$ cat src/rtl/assert_macros.svh
// Assertion helpers; clock and reset are taken from the enclosing module.
`ifndef ASSERT_MACROS_SVH
`define ASSERT_MACROS_SVH

`define LSBP_ASSERT(label, prop, msg) \
   label: assert property (@(posedge clock) disable iff (reset) (prop)) else $error(msg);

`define LSBP_ASSERT_IMPL(label, ante, cons, msg) \
   label: assert property (@(posedge clock) disable iff (reset) (ante) |-> (cons)) \
      else $error(msg);

`define LSBP_ASSERT_NEXT(label, ante, cons, msg) \
   label: assert property (@(posedge clock) disable iff (reset) (ante) |=> (cons)) \
      else $error(msg);

`endif

$ cat src/rtl/lsbp_pkg.sv
`timescale 1ns / 1ps

package lsbp_pkg;

   localparam int MAX_FIELD_BITS_DEF = 64;

   localparam int VALUE_W   = 64;
   localparam int COUNT_W   = 7;
   localparam int BYTE_W    = 8;
   localparam int BBITS_W   = 4;
   localparam int TOTAL_W   = 32;
   localparam int FILL_W    = 3;
   localparam int PEND_W    = 7;
   localparam int WORD_W    = VALUE_W + BYTE_W;
   localparam int LEFT_W    = 4;
   localparam int TOT_ACC_W = TOTAL_W + 1;

   typedef enum logic {
      CMD_APPEND = 1'b0,
      CMD_FLUSH  = 1'b1
   } lsbp_cmd_type;

   typedef struct packed {
      logic [WORD_W-1:0]    data;
      logic [BBITS_W-1:0]   last_bits;
      logic [TOT_ACC_W-1:0] tot;
   } lsbp_work_type;

   typedef struct packed {
      logic               valid;
      logic [LEFT_W-1:0]  left;
      lsbp_work_type      work;
   } lsbp_load_type;

   function automatic logic [TOTAL_W-1:0] sat_total(input logic [TOT_ACC_W-1:0] x);
      sat_total = x[TOTAL_W] ? {TOTAL_W{1'b1}} : x[TOTAL_W-1:0];
   endfunction

endpackage

$ cat src/rtl/lsbp_if.sv
`timescale 1ns / 1ps

interface lsbp_req_if
   import lsbp_pkg::*;
   ();
   logic               valid;
   logic               ready;
   logic               cmd;
   logic [VALUE_W-1:0] field_value;
   logic [COUNT_W-1:0] bit_count;

   modport source (output valid, cmd, field_value, bit_count, input ready);
   modport sink   (input valid, cmd, field_value, bit_count, output ready);
endinterface

interface lsbp_rsp_if
   import lsbp_pkg::*;
   ();
   logic               valid;
   logic               ready;
   logic [BYTE_W-1:0]  byte_data;
   logic [BBITS_W-1:0] byte_bits;
   logic               last_in_run;
   logic [TOTAL_W-1:0] total_bits;

   modport source (output valid, byte_data, byte_bits, last_in_run, total_bits, input ready);
   modport sink   (input valid, byte_data, byte_bits, last_in_run, total_bits, output ready);
endinterface

$ cat src/rtl/lsbp_front.sv
`timescale 1ns / 1ps
`include "assert_macros.svh"

module lsbp_front
   import lsbp_pkg::*;
#(
   parameter int MAX_FIELD_BITS = MAX_FIELD_BITS_DEF
) (
   input  logic          clock,
   input  logic          reset,
   lsbp_req_if.sink      req,
   input  logic          can_take,
   output lsbp_load_type load
);

   logic [PEND_W-1:0]  pend_ff,  pend_in;
   logic [FILL_W-1:0]  fill_ff,  fill_in;
   logic [TOTAL_W-1:0] total_ff, total_in;

   logic                 accept;
   logic                 flush;
   logic [COUNT_W-1:0]   cnt;
   logic [VALUE_W-1:0]   val;
   logic [COUNT_W:0]     combined;
   logic [LEFT_W-1:0]    nbytes;
   logic [WORD_W-1:0]    word;
   logic [WORD_W-1:0]    word_sh;
   logic [TOT_ACC_W-1:0] sum;
   logic [TOTAL_W-1:0]   base;

   assign req.ready = can_take;
   assign accept    = req.valid && can_take;
   assign flush     = (req.cmd == CMD_FLUSH);

   always_comb begin
      cnt      = (req.bit_count > COUNT_W'(MAX_FIELD_BITS)) ? COUNT_W'(MAX_FIELD_BITS)
                                                            : req.bit_count;
      val      = req.field_value & ~({VALUE_W{1'b1}} << cnt);
      combined = (COUNT_W+1)'(fill_ff) + (COUNT_W+1)'(cnt);
      nbytes   = combined[COUNT_W-1:FILL_W];
      word     = WORD_W'(pend_ff) | (WORD_W'(val) << fill_ff);
      word_sh  = word >> {nbytes, 3'b000};
      sum      = TOT_ACC_W'(total_ff) + TOT_ACC_W'(cnt);
      base     = (total_ff >= TOTAL_W'(fill_ff)) ? (total_ff - TOTAL_W'(fill_ff)) : '0;

      pend_in  = pend_ff;
      fill_in  = fill_ff;
      total_in = total_ff;

      load.valid          = accept;
      load.left           = nbytes;
      load.work.data      = word;
      load.work.last_bits = BBITS_W'(BYTE_W);
      load.work.tot       = TOT_ACC_W'(base) + TOT_ACC_W'(BYTE_W);

      if (flush) begin
         load.left           = (fill_ff != '0) ? LEFT_W'(1) : '0;
         load.work.data      = WORD_W'(pend_ff);
         load.work.last_bits = BBITS_W'(fill_ff);
         load.work.tot       = TOT_ACC_W'(total_ff);
      end

      if (accept) begin
         if (flush) begin
            pend_in  = '0;
            fill_in  = '0;
            total_in = '0;
         end else begin
            pend_in  = word_sh[PEND_W-1:0];
            fill_in  = combined[FILL_W-1:0];
            total_in = sat_total(sum);
         end
      end
   end

   always_ff @(posedge clock) begin
      if (reset) begin
         pend_ff  <= '0;
         fill_ff  <= '0;
         total_ff <= '0;
      end else begin
         pend_ff  <= pend_in;
         fill_ff  <= fill_in;
         total_ff <= total_in;
      end
   end

   `LSBP_ASSERT(a_pend_clean, (pend_ff >> fill_ff) == '0, "pending bits above fill not zero")
   `LSBP_ASSERT_NEXT(a_flush_restart, accept && flush, fill_ff == '0 && total_ff == '0, "flush did not restart")
   `LSBP_ASSERT_NEXT(a_total_sticky, !reset && accept && !flush && total_ff == '1, total_ff == '1, "saturated total dropped")

endmodule

$ cat src/rtl/lsbp_emit.sv
`timescale 1ns / 1ps
`include "assert_macros.svh"

module lsbp_emit
   import lsbp_pkg::*;
(
   input  logic          clock,
   input  logic          reset,
   input  lsbp_load_type load,
   output logic          can_take,
   lsbp_rsp_if.source    rsp
);

   logic [LEFT_W-1:0]  left_ff, left_in;
   lsbp_work_type      work_ff, work_in;

   logic               rsp_valid_ff, rsp_valid_in;
   logic [BYTE_W-1:0]  data_ff,  data_in;
   logic [BBITS_W-1:0] bits_ff,  bits_in;
   logic               last_ff,  last_in;
   logic [TOTAL_W-1:0] total_ff, total_in;

   logic out_load;
   logic pop;

   always_comb begin
      out_load = !rsp_valid_ff || rsp.ready;
      pop      = out_load && (left_ff != '0);
      can_take = (left_ff == '0) || ((left_ff == LEFT_W'(1)) && pop);

      left_in = left_ff;
      work_in = work_ff;
      if (load.valid) begin
         left_in = load.left;
         work_in = load.work;
      end else if (pop) begin
         left_in      = left_ff - LEFT_W'(1);
         work_in.data = work_ff.data >> BYTE_W;
         work_in.tot  = work_ff.tot + TOT_ACC_W'(BYTE_W);
      end

      rsp_valid_in = rsp_valid_ff;
      data_in      = data_ff;
      bits_in      = bits_ff;
      last_in      = last_ff;
      total_in     = total_ff;
      if (out_load) begin
         rsp_valid_in = (left_ff != '0);
         data_in      = work_ff.data[BYTE_W-1:0];
         last_in      = (left_ff == LEFT_W'(1));
         bits_in      = last_in ? work_ff.last_bits : BBITS_W'(BYTE_W);
         total_in     = sat_total(work_ff.tot);
      end
   end

   always_ff @(posedge clock) begin
      if (reset) begin
         left_ff      <= '0;
         rsp_valid_ff <= 1'b0;
      end else begin
         left_ff      <= left_in;
         rsp_valid_ff <= rsp_valid_in;
      end
      work_ff  <= work_in;
      data_ff  <= data_in;
      bits_ff  <= bits_in;
      last_ff  <= last_in;
      total_ff <= total_in;
   end

   assign rsp.valid       = rsp_valid_ff;
   assign rsp.byte_data   = data_ff;
   assign rsp.byte_bits   = bits_ff;
   assign rsp.last_in_run = last_ff;
   assign rsp.total_bits  = total_ff;

   `LSBP_ASSERT_IMPL(a_no_overwrite, load.valid, left_ff == '0 || (left_ff == LEFT_W'(1) && pop), "work overwritten")
   `LSBP_ASSERT(a_left_range, left_ff <= LEFT_W'(BYTE_W), "too many bytes queued")
   `LSBP_ASSERT_IMPL(a_partial_last, rsp_valid_ff && bits_ff != BBITS_W'(BYTE_W), last_ff, "partial byte not last")

endmodule

$ cat src/rtl/lsb_first_bit_packer.sv
`timescale 1ns / 1ps
// Channel  Ports     Dir  Payload
// request  req_bus   in   cmd, field_value[63:0], bit_count[6:0]
// result   rsp_bus   out  byte_data[7:0], byte_bits[3:0], last_in_run, total_bits[31:0]
//
// The single byte output register drains the work register one byte per cycle while
// rsp_bus is not stalled. A transferred request goes into the work register, and its
// first byte then into the byte output register, before it appears on rsp_bus.
// Synchronous reset clears the bit position, total and all valid flags.
// A stall on rsp_bus holds the output byte and, once the work register is full,
// drops req_bus.ready.

module lsb_first_bit_packer
   import lsbp_pkg::*;
#(
   parameter int MAX_FIELD_BITS = MAX_FIELD_BITS_DEF
) (
   input  logic       clock,
   input  logic       reset,
   lsbp_req_if.sink   req_bus,
   lsbp_rsp_if.source rsp_bus
);

   lsbp_load_type load;
   logic          can_take;

   lsbp_front #(
      .MAX_FIELD_BITS (MAX_FIELD_BITS)
   ) u_front (
      .clock    (clock),
      .reset    (reset),
      .req      (req_bus),
      .can_take (can_take),
      .load     (load)
   );

   lsbp_emit u_emit (
      .clock    (clock),
      .reset    (reset),
      .load     (load),
      .can_take (can_take),
      .rsp      (rsp_bus)
   );

endmodule
$ cat src/flat_wrapper.sv
// flat-port wrapper written by rule: the top's interface ports become plain ports
module lsb_first_bit_packer_flat import lsbp_pkg::*;
#(
   parameter int MAX_FIELD_BITS = MAX_FIELD_BITS_DEF
)
  (clock, reset, req_bus_valid, req_bus_cmd, req_bus_field_value, req_bus_bit_count, req_bus_ready, rsp_bus_valid, rsp_bus_byte_data, rsp_bus_byte_bits, rsp_bus_last_in_run, rsp_bus_total_bits, rsp_bus_ready);
  lsbp_req_if req_bus_i ();
  lsbp_rsp_if rsp_bus_i ();
  input  logic clock;
  input  logic reset;
  input wire logic [$bits(req_bus_i.valid)-1:0] req_bus_valid;
  input wire logic [$bits(req_bus_i.cmd)-1:0] req_bus_cmd;
  input wire logic [$bits(req_bus_i.field_value)-1:0] req_bus_field_value;
  input wire logic [$bits(req_bus_i.bit_count)-1:0] req_bus_bit_count;
  output wire logic [$bits(req_bus_i.ready)-1:0] req_bus_ready;
  output wire logic [$bits(rsp_bus_i.valid)-1:0] rsp_bus_valid;
  output wire logic [$bits(rsp_bus_i.byte_data)-1:0] rsp_bus_byte_data;
  output wire logic [$bits(rsp_bus_i.byte_bits)-1:0] rsp_bus_byte_bits;
  output wire logic [$bits(rsp_bus_i.last_in_run)-1:0] rsp_bus_last_in_run;
  output wire logic [$bits(rsp_bus_i.total_bits)-1:0] rsp_bus_total_bits;
  input wire logic [$bits(rsp_bus_i.ready)-1:0] rsp_bus_ready;
  assign req_bus_i.valid = req_bus_valid;
  assign req_bus_i.cmd = req_bus_cmd;
  assign req_bus_i.field_value = req_bus_field_value;
  assign req_bus_i.bit_count = req_bus_bit_count;
  assign req_bus_ready = req_bus_i.ready;
  assign rsp_bus_valid = rsp_bus_i.valid;
  assign rsp_bus_byte_data = rsp_bus_i.byte_data;
  assign rsp_bus_byte_bits = rsp_bus_i.byte_bits;
  assign rsp_bus_last_in_run = rsp_bus_i.last_in_run;
  assign rsp_bus_total_bits = rsp_bus_i.total_bits;
  assign rsp_bus_i.ready = rsp_bus_ready;
  lsb_first_bit_packer #(.MAX_FIELD_BITS(MAX_FIELD_BITS)) u_core (.clock(clock), .reset(reset), .req_bus(req_bus_i), .rsp_bus(rsp_bus_i));
endmodule
$ cat config.mk
export PLATFORM = sky130hd
export DESIGN_NAME = lsb_first_bit_packer_flat
export DESIGN_NICKNAME = d
export VERILOG_FILES = /design/src/rtl/lsbp_pkg.sv /design/src/rtl/lsbp_if.sv /design/src/rtl/lsbp_front.sv /design/src/rtl/lsbp_emit.sv /design/src/rtl/lsb_first_bit_packer.sv /design/src/flat_wrapper.sv
export VERILOG_INCLUDE_DIRS = /design/src /design/src/rtl
export SDC_FILE = /design/constraint.sdc
export NUM_CORES = 1
export LEC_CHECK = 0
export BUFFER_PORTS_ARGS = -buffer_cell sky130_fd_sc_hd__buf_2
export CELL_PAD_IN_SITES_DETAIL_PLACEMENT = 1
export CELL_PAD_IN_SITES_GLOBAL_PLACEMENT = 1
export CORE_ASPECT_RATIO = 1.5
export CORE_MARGIN = 2
export CORE_UTILIZATION = 45
export CTS_CLUSTER_DIAMETER = 200
export DETAILED_ROUTE_END_ITERATION = 16
export PLACE_DENSITY = 0.75
export SKIP_LAST_GASP = 1
export SLEW_MARGIN = 10
export SYNTH_ARGS = -nofsm -noshare
export SYNTH_HDL_FRONTEND = slang
export SYNTH_HIERARCHICAL = 1
export SYNTH_SLANG_ARGS = --single-unit
$ cat constraint.sdc
create_clock -name clock -period 9.78 [get_ports clock]
set_clock_uncertainty 0.2 [all_clocks]
set_input_delay 2.934 -clock clock [delete_from_list [all_inputs] [get_ports clock]]
set_output_delay 2.934 -clock clock [all_outputs]
set_load 0.05 [all_outputs]
; Word-level counts from Yosys, hierarchy flattened
; Index checks and enable logic that the tools add are counted.
[word_totals]
out_inout_bits = 47
ff_bits = 201
[classes]
n_bitwise = 3
shift = 3
magnitude_cmp = 2
reduce_logical = 10
mux = 14
addsub = 6
n_eq_ne = 1
[ops]
columns = cell, n
row1 = 72-bit two-way mux, 2
row2 = 113-bit two-way mux, 1
row3 = 32-bit two-way mux, 3
row4 = 7-bit by 72-bit OR with 72-bit output, 1
row5 = 64-bit by 3-bit left shift with 72-bit output, 1
row6 = 72-bit by 7-bit >> shifter with 7-bit output, 1
row7 = 33-bit two-way mux, 2
row8 = 64-bit AND, 1
row9 = 64-bit inverter, 1
row10 = 64-bit by 7-bit left shift with 64-bit output (first input constant), 1
row11 = 32-bit by 4-bit adder with 33-bit output (second input constant), 1
row12 = 32-bit by 7-bit adder with 33-bit output, 1
row13 = 33-bit by 4-bit adder with 33-bit output (second input constant), 1
row14 = 32-bit by 3-bit greater-or-equal comparator with 1-bit output, 1
row15 = 32-bit by 3-bit subtractor with 32-bit output, 1
row16 = 7-bit two-way mux, 2
row17 = 4-bit two-way mux, 2
row18 = 3-bit by 7-bit adder with 7-bit output, 1
row19 = 7-bit > comparator (second input constant), 1
row20 = 4-bit by 1-bit == test with 1-bit output (second input constant), 1
row21 = 4-bit zero test, 1
row22 = 4-bit nonzero test, 1
row23 = 4-bit by 1-bit subtractor with 4-bit output (second input constant), 1
row24 = 1-bit logical AND, 3
row25 = other kinds (6), 7

; Longest topological paths before layout
; Gate-level depths: netlist of the first run.
[depth]
ltp_word = 9
ltp_mapped = 21
depth_no_buf = 17

; Cells and area by module
; The synthesis of the first run kept the hierarchy.
[modules_own_cells]
columns = mod, seq_area_each_um2, area_each_um2, cells_per_inst, instances
row1 = lsbp_front, 840.8, 8648.3, 1359, 1
row2 = lsbp_emit, 4724.5, 6915.4, 471, 1

; Least setup slack after synthesis of the first run
; No wires, ideal clock.
[synth_timing]
kind = input -> register
from = in rsp_bus_ready
to = reg u_core/u_emit/work_ff[100] (netlist bit) (enable)
n_path_buf = 4
cell_stages = 10
setup_time_ps = 468
path_slack_ps = 1102
arrival_time_ps = 8010
path_cell_list = nand2b_1 -> clkbuf_1 -> a21oi_1 -> nor3_1 -> nand2_1 -> inv_1 -> clkbuf_1 -> buf_4 -> clkbuf_1 -> or2_1
[synth_between]
elab_chain_len = 6
[synth_lines]
columns = element, line
row1 = "start, declared", flat_wrapper.sv:21  ; input wire logic [$bits(rsp_bus_i.ready)-1:0] rsp_bus_ready;
row2 = 1-bit logical OR, lsbp_emit.sv:27  ; out_load = !rsp_valid_ff || rsp.ready;
row3 = 1-bit logical AND, lsbp_emit.sv:28  ; pop = out_load && (left_ff != '0);
row4 = 1-bit logical AND, lsbp_emit.sv:29  ; can_take = (left_ff == '0) || ((left_ff == LEFT_W'(1)) && pop);
row5 = 1-bit logical OR, lsbp_emit.sv:29
row6 = net u_core.can_take, lsb_first_bit_packer.sv:25  ; logic can_take;
row7 = 1-bit logical AND, lsbp_front.sv:32  ; assign accept = req.valid && can_take;
row8 = net u_core.u_front.accept, lsbp_front.sv:20  ; logic accept;
row9 = 2-bit nonzero test (no source line), -
row10 = "end signal, assigned", lsbp_emit.sv:64  ; work_ff <= work_in;
row11 = "end, declared", lsbp_emit.sv:15  ; lsbp_work_type work_ff, work_in;
; The timed path passes the listed nets, and every way through them passes these cells.
; A chain may end at the register's enable or synchronous reset.

; Worst setup path in the final report of the first run
[layout_timing]
from = in rsp_bus_ready
to = out req_bus_ready
[layout_between]
elab_chain_len = 4
[layout_lines]
columns = element, line
row1 = 1-bit logical OR, lsbp_emit.sv:27
row2 = 1-bit logical AND, lsbp_emit.sv:28
row3 = 1-bit logical AND, lsbp_emit.sv:29
row4 = 1-bit logical OR, lsbp_emit.sv:29
row5 = "end, declared", flat_wrapper.sv:15  ; output wire logic [$bits(req_bus_i.ready)-1:0] req_bus_ready;
; Every way passes these cells.

==> results.cfg, run 1 <==
[clock_network]
cts_tree = done
post_cts.repair.setup_buffers = 0
cts.clk_slew.worst_paths_ps = 60
numCtsBuffers = 22
clock_latency_ps = 540
ctsRootBufferMaster = sky130_fd_sc_hd__clkbuf_16
cts_num_sinks = 201
clk_path_buf_depth = 3
postCtsHoldBufs = 0
postCtsResizedCells = 0
count_of_h_tree_levels_built_during_cts = 1

[global_route]
pin_count_of_the_biggest_net_entering_global_routing = 107
grt_antenna_before_repair = 1
first_global_vias = 15500
globalRoute.totalOverflow = 0
global_route_wire_length_before_repair_microns = 89000
grt_use_total = 0.322

[worst_setup_path]
crit_path_cell_trace = buf_2 > nand2b_2 > a21oi_1 > nor3_1 > buf_2
critPathMaxStageDelay_ps = 420
cpLargestDelayFamily = simple AND/OR/NAND/NOR gates
crit_fanout = 2
crit_reg_reg_endpoint = u_core/u_emit/work_ff[31]
crit_path_end_kind = primary output
critical_path.n_buffers_inverters = 2
regToRegSetupSlack_ps = 4160
cpMaxStageDelayCell = sky130_fd_sc_hd__nor3_1
worst_path_most_repeated_cell = sky130_fd_sc_hd__buf_2
cp.required_ps = 6650
startpoint_type = primary input
reg2reg_depth = 17
ws_path_type = primary input to primary output
cp.arrival_ps = 4020
critical_path.reg2reg.startpoint = u_core/u_front/fill_ff[1]

[layout]
antenna-diode-count = 0
fin_util = 0.496
layout.nets = 1939
post_route_cells_drive_above_1_share = 0.184
layout.cells.most_common_list = 198 x sky130_fd_sc_hd__nor2_1, 168 x sky130_fd_sc_hd__nand2_1, 154 x sky130_fd_sc_hd__edfxtp_1, 121 x sky130_fd_sc_hd__buf_2, 121 x sky130_fd_sc_hd__o21ai_0
area_growth_syn_to_layout_pct = 8.79
layoutNonFillerInstCount = 2283
layout.cells.most_common = sky130_fd_sc_hd__nor2_1
post_layout_inst_area_sq_um = 16900

[placement]
dpl.hpwl_microns = 43600
placement.cell_area_sq_um = 16200
gpl.final_weighted_congestion = 0.948
place.port_buffers = 122
placed_cells_incl_taps = 2243

[logic_synthesis]
ys_warn_count = 6
dominantRegCellSynth = sky130_fd_sc_hd__edfxtp_1
synthTopCellsByArea = sky130_fd_sc_hd__edfxtp_1 30%, sky130_fd_sc_hd__mux2_2 6.4%, sky130_fd_sc_hd__dfxtp_1 6.0%
net_count_synth = 1927
yosysSeqAreaShare = 0.358
synth_enable_flop_cells = 154
synth_area_sq_um = 15600
synth-async-reset-ratio = 0
netlist_instances = 1830
synth.largest_area_cell = sky130_fd_sc_hd__edfxtp_1
synth_top_area_share = 0.297
synthesis.area_per_instance_sq_um = 8.50
yosys.cell_types.count = 95
yosys_register_bits = 201

[floorplanning]
die_h_microns = 232
ioPinCount = 123
core_sq_um = 34200
die-area_sq_um = 36100
dieWidth_microns = 156
floorplan.initialDensity = 0.456
std_cell_rows = 83

[power_and_ir_drop]
cellInternalPower_mw = 2.51
net-switching-power_mw = 1.82
combPwrFrac = 0.425
peakVddDrop_uv = 180
power.sequential.fraction = 0.383
power.share.switching = 0.421
power_per_cell_area_nw_per_um2 = 256
p_clk_frac = 0.192
cell_leakage_power_nw = 6.07

[route]
detail_route.drc_violations = 0
routed_via_density = 6.58
postRouteAntennaNets = 0
finalWirelength_microns = 58700
drtPass1Iterations = 5
detail_route.iter0.violations = 1099
via_count = 15000
wl_per_cell_microns = 25.7

[run]
max_cap_violations = 0

[sta]
finalMaxSlewViolations = 0
report.final.setup_viol = 0
slew_headroom = 0.187
worstMarginPinSlew_ps = 1210
layout_worst_path_cycle_share = 0.731
grt_setup_unrepaired = no
fin_hold_ws_ps = 216
finalHoldViolCount = 0
fin_setup_tns_ps = 0
clock.fmax_ghz = 0.140
period_needed_ps = 7150

[worst_hold_path]
hold_path_end = u_core/u_emit/rsp.byte_data[2]
min-delay-path-class = flip-flop to flip-flop
whs_path_cells = 0
hold_path_startpoint = u_core/u_emit/work_ff[39]

[outcome]
outcome = finished clean
[sequential cells by signal, summed over array words and instances, names as in the netlist, 3 cells and up]
register,flops
u_core/u_emit/work_ff,109
u_core/u_emit/rsp.total_bits,32
u_core/u_front/total_ff,32
u_core/u_emit/rsp.byte_data,8
u_core/u_front/pend_ff,7
u_core/u_emit/left_ff,4
u_core/u_emit/rsp.byte_bits,4
u_core/u_front/fill_ff,3
[synth_stat cells (21+ instances only)]
library cell               count
sky130_fd_sc_hd__nor3_1       58
sky130_fd_sc_hd__mux2i_1      47
sky130_fd_sc_hd__o31ai_1      23
sky130_fd_sc_hd__or3_1        25
sky130_fd_sc_hd__or2_2        42
sky130_fd_sc_hd__nor2_1      198
sky130_fd_sc_hd__edfxtp_1    154
sky130_fd_sc_hd__o21ai_0     121
sky130_fd_sc_hd__a211oi_1     33
sky130_fd_sc_hd__a21oi_1      76
sky130_fd_sc_hd__and3_1       27
sky130_fd_sc_hd__dfxtp_1      47
sky130_fd_sc_hd__and2_1       38
sky130_fd_sc_hd__nand2_1     168
sky130_fd_sc_hd__inv_1        34
sky130_fd_sc_hd__xnor2_1      30
sky130_fd_sc_hd__clkbuf_1    112
sky130_fd_sc_hd__a31oi_1      52
sky130_fd_sc_hd__buf_1        21
sky130_fd_sc_hd__mux2_2       88
sky130_fd_sc_hd__nand3_1      50
sky130_fd_sc_hd__nand4_1      22
[final cells by class]
type	count	area [sq um]
multi-input cells	1441	9240
well taps	425	532
clock inverters	15	140
repair buffers	139	741
flip-flops and latches	201	5580
fillers	4103	17200
inverters	37	141
clock buffers	25	562
[worst register-to-register path: stages (launching register included)]
cell	delay, ps
sky130_fd_sc_hd__dfxtp_4	350
sky130_fd_sc_hd__inv_1	690
sky130_fd_sc_hd__ha_1	380
sky130_fd_sc_hd__and3_1	190
sky130_fd_sc_hd__a31oi_1	430
sky130_fd_sc_hd__nand2_1	340
sky130_fd_sc_hd__nor2_1	480
sky130_fd_sc_hd__buf_4	340
sky130_fd_sc_hd__nor2_1	90
sky130_fd_sc_hd__ha_1	230
sky130_fd_sc_hd__nor2b_1	170
sky130_fd_sc_hd__and2_1	170
sky130_fd_sc_hd__and4b_1	240
sky130_fd_sc_hd__a31o_1	230
sky130_fd_sc_hd__a21oi_1	130
sky130_fd_sc_hd__mux2_1	390
sky130_fd_sc_hd__nand2b_1	170
sky130_fd_sc_hd__o31a_1	130
[worst max path at each step]
stage / startpoint / to / slack, ps / cells past startpoint
2_1_floorplan: rsp_bus_ready / u_core/u_emit/work_ff[100] / 1100 / 10
3_3_place_gp: req_bus_bit_count[6] / u_core/u_front/total_ff[23] / 2540 / 14
3_5_place_dp: req_bus_bit_count[6] / u_core/u_front/total_ff[9] / 2270 / 14
4_1_cts: rsp_bus_ready / req_bus_ready / 2570 / 5
5_1_grt: rsp_bus_ready / req_bus_ready / 2570 / 5
6_report: rsp_bus_ready / req_bus_ready / 2630 / 5
[kinds of logic (layout without fill, tap and decap cells)]
group / after synthesis / count (layout) / synth area share
simple gates: 737 / 737 / 0.239
other cells: 1 / 1 / 0.000241
buf+inv: 188 / 216 / 0.0494
fa+ha+maj: 21 / 21 / 0.0183
xor+xnor: 48 / 48 / 0.0270
mux: 136 / 136 / 0.0946
compound gates: 498 / 498 / 0.213
flops: 201 / 201 / 0.358
[through the flow]
step / worst slack, ps / total power, mW
2_1_floorplan: 1100 / 2.99
4_1_cts: 2570 / 4.35
3_3_place_gp: 2540 / 3.44
5_1_grt: 2570 / 4.55
6_report: 2630 / 4.33
3_5_place_dp: 2270 / 3.51
[per-layer routing]
layer / vias up / GRT usage / part of all wire
met2: 512 / 0.619 / 0.54
li1: 6867 / - / -
met4: 2 / 0.249 / 0.089
met1: 7413 / 0.310 / 0.33
met5: - / 0 / 0.00022
met3: 228 / 0.0315 / 0.037
[power groups by stage]
stage / Clock [mW] / Sequential (mW) / Combinational [mW]
final: 0.832 / 1.66 / 1.84
after floorplan: 0 / 1.94 / 1.05
after global placement: 0 / 1.65 / 1.78
after global routing: 0.882 / 1.70 / 1.97
after detailed placement: 0 / 1.68 / 1.83
after CTS: 0.849 / 1.66 / 1.84
No activity file was read; power rests on OpenSTA's default activity.
==> run 2: changes to the inputs <==
ABC_AREA = 1   (was default)
CORE_UTILIZATION = 44   (was 45)
PLACE_DENSITY = 0.78   (was 0.75)
clock period = 6.7 ns   (was 9.78 ns; I/O delays follow)
==> results.cfg, run 2 <==
[floorplanning]
die-area_sq_um = 39200
floorplan.initialDensity = 0.443
std_cell_rows = 87
ioPinCount = 123
dieWidth_microns = 162
core_sq_um = 37300
die_h_microns = 241

[worst_setup_path]
reg2reg_depth = 22
crit_path_end_kind = flip-flop
crit_fanout = 12
startpoint_type = primary input
ws_path_type = primary input to flip-flop
cp.required_ps = 6890
cp.arrival_ps = 5560

[worst_hold_path]
whs_path_cells = 0
min-delay-path-class = flip-flop to flip-flop

[placement]
gpl.final_weighted_congestion = 0.985
placement.cell_area_sq_um = 17400
dpl.hpwl_microns = 57600
place.port_buffers = 122

[sta]
finalMaxSlewViolations = 0
layout_worst_path_cycle_share = 0.802
fin_hold_ws_ps = 224
clock.fmax_ghz = 0.186
slew_headroom = 0.241
period_needed_ps = 5370
finalHoldViolCount = 0
grt_setup_unrepaired = no
worstMarginPinSlew_ps = 1130
report.final.setup_viol = 0
fin_setup_tns_ps = 0

[layout]
antenna-diode-count = 0
post_route_cells_drive_above_1_share = 0.108
max_flop_register = u_core/u_emit/work_ff
layout.nets = 2741
layout.cells.most_common_list = 908 x sky130_fd_sc_hd__nand2_1, 421 x sky130_fd_sc_hd__nand3_1, 225 x sky130_fd_sc_hd__nor2_1, 203 x sky130_fd_sc_hd__inv_1, 154 x sky130_fd_sc_hd__edfxtp_1
layout.cells.most_common = sky130_fd_sc_hd__nand2_1
area_growth_syn_to_layout_pct = 9.85
post_layout_inst_area_sq_um = 18200
flip_flop_count_of_the_largest_register_after_layout = 109

[run]
max_cap_violations = 0

[global_route]
pin_count_of_the_biggest_net_entering_global_routing = 97
grt_antenna_before_repair = 0
global_route_wire_length_before_repair_microns = 110000
first_global_vias = 19300
grt_use_total = 0.376
globalRoute.totalOverflow = 0

[clock_network]
numCtsBuffers = 22
cts_tree = done
count_of_h_tree_levels_built_during_cts = 1
ctsRootBufferMaster = sky130_fd_sc_hd__clkbuf_16
post_cts.repair.setup_buffers = 0
clk_path_buf_depth = 3
cts.clk_slew.worst_paths_ps = 70
postCtsHoldBufs = 0
cts_num_sinks = 201
postCtsResizedCells = 0
clock_latency_ps = 540

[logic_synthesis]
synthTopCellsByArea = sky130_fd_sc_hd__edfxtp_1 28%, sky130_fd_sc_hd__nand2_1 21%, sky130_fd_sc_hd__nand3_1 13%
synth_top_area_share = 0.280
net_count_synth = 2701
synthesis.area_per_instance_sq_um = 6.35
synth_area_sq_um = 16500
yosys.cell_types.count = 52
yosysSeqAreaShare = 0.337
synth.cells.most_frequent = 909 x sky130_fd_sc_hd__nand2_1, 421 x sky130_fd_sc_hd__nand3_1, 226 x sky130_fd_sc_hd__nor2_1
ys_warn_count = 6
synth_enable_flop_cells = 154
dominantRegCellSynth = sky130_fd_sc_hd__edfxtp_1
synth-async-reset-ratio = 0
netlist_instances = 2604
synth.largest_area_cell = sky130_fd_sc_hd__edfxtp_1
yosys.cell_count.top_type = sky130_fd_sc_hd__nand2_1
yosys_register_bits = 201

[route]
via_count = 18200
routed_via_density = 5.78
finalWirelength_microns = 74000
detail_route.iter0.violations = 1020
postRouteAntennaNets = 0
drtPass1Iterations = 5
detail_route.drc_violations = 0
wl_per_cell_microns = 23.5

[power_and_ir_drop]
power.share.switching = 0.460
combPwrFrac = 0.440
net-switching-power_mw = 3.04
cell_leakage_power_nw = 8.11
power.sequential.fraction = 0.359
peakVddDrop_uv = 267
p_clk_frac = 0.201
cellInternalPower_mw = 3.56
power_per_cell_area_nw_per_um2 = 364

[outcome]
outcome = finished clean
[run 2: changes by cell type after synthesis, sizes merged, moves of 34 or more]
cell and delta:
and2 -35, nand3 +370, nand4 +35, clkbuf -37
nand2 +758, mux2i -47, nor3 -34, a21oi +49
mux2 -89, a31oi -47, o21ai -39, nor2 +59
inv +190
[run 2: area by class of cell]
class / count / area (sq um)
Clock buffer: 28 / 583
Sequential cell: 201 / 5570
Tap cell: 489 / 612
Clock inverter: 12 / 186
Multi-Input combinational cell: 2048 / 9570
Inverter: 224 / 842
Timing Repair Buffer: 147 / 801
Fill cell: 5171 / 19200
[run 2: worst max-delay path, cell delays in order]
cell and delay [ps]:
sky130_fd_sc_hd__buf_2 240, sky130_fd_sc_hd__inv_1 110, sky130_fd_sc_hd__nand2_1 220, sky130_fd_sc_hd__inv_1 140, sky130_fd_sc_hd__ha_1 340, sky130_fd_sc_hd__nand2_1 110
sky130_fd_sc_hd__a21oi_2 230, sky130_fd_sc_hd__xor2_2 520, sky130_fd_sc_hd__inv_2 250, sky130_fd_sc_hd__nor2_1 780, sky130_fd_sc_hd__nand3_1 150, sky130_fd_sc_hd__nand3_1 120
sky130_fd_sc_hd__nor2_1 50, sky130_fd_sc_hd__nor2_1 80, sky130_fd_sc_hd__nand2_1 60, sky130_fd_sc_hd__nand2_1 60, sky130_fd_sc_hd__a21oi_1 50
[run 2: cell families (layout without fill, tap and decap cells)]
family                     count (synthesis)  count (layout)  share of synthesized area
AOI/OAI and AO/OA                        254             254                     0.0836
xor gates and xnor gates                  44              44                     0.0238
adders and majority gates                 21              21                     0.0173
buffers and inverters                    355             411                     0.0853
DFF                                      201             201                      0.337
other                                      1               1                   0.000227
and+or+nand+nor                         1728            1728                      0.453
[run 2: routing by layer]
metal / track usage / wire (microns)
met5: 0 / 0
met4: 0.389 / 9120
met3: 0.0337 / 2300
met2: 0.709 / 39000
met1: 0.338 / 23600
[run 2: final timing paths]
| kind | slack [ps] | from | to |
|---|---|---|---|
| max reg2reg | 2240 | u_core/u_front/total_ff[0] | u_core/u_emit/work_ff[15] |
| max | 1330 | req_bus_bit_count[6] | u_core/u_front/pend_ff[4] |
| min reg2reg | 220 | u_core/u_emit/work_ff[43] | u_core/u_emit/rsp.byte_data[6] |
| min | 220 | u_core/u_emit/work_ff[43] | u_core/u_emit/rsp.byte_data[6] |
[run 2: metrics by stage]
step	instances	power [mW]	setup WS [ps]	utilization
floorplan	2604	4.37	413	-
global placement	3109	5.12	1040	0.466
detailed placement	3109	5.27	843	0.466
CTS	3149	6.62	1420	0.486
global route	3149	6.94	1010	0.486
finish	3149	6.60	1330	0.486
[run 2: power groups by stage]
stage / clock [mW] / combinational (mW) / sequential [mW]
after floorplan: 0 / 1.56 / 2.80
after global placement: 0 / 2.78 / 2.35
after detailed placement: 0 / 2.88 / 2.39
after CTS: 1.35 / 2.90 / 2.37
after global routing: 1.39 / 3.15 / 2.41
final: 1.33 / 2.90 / 2.37
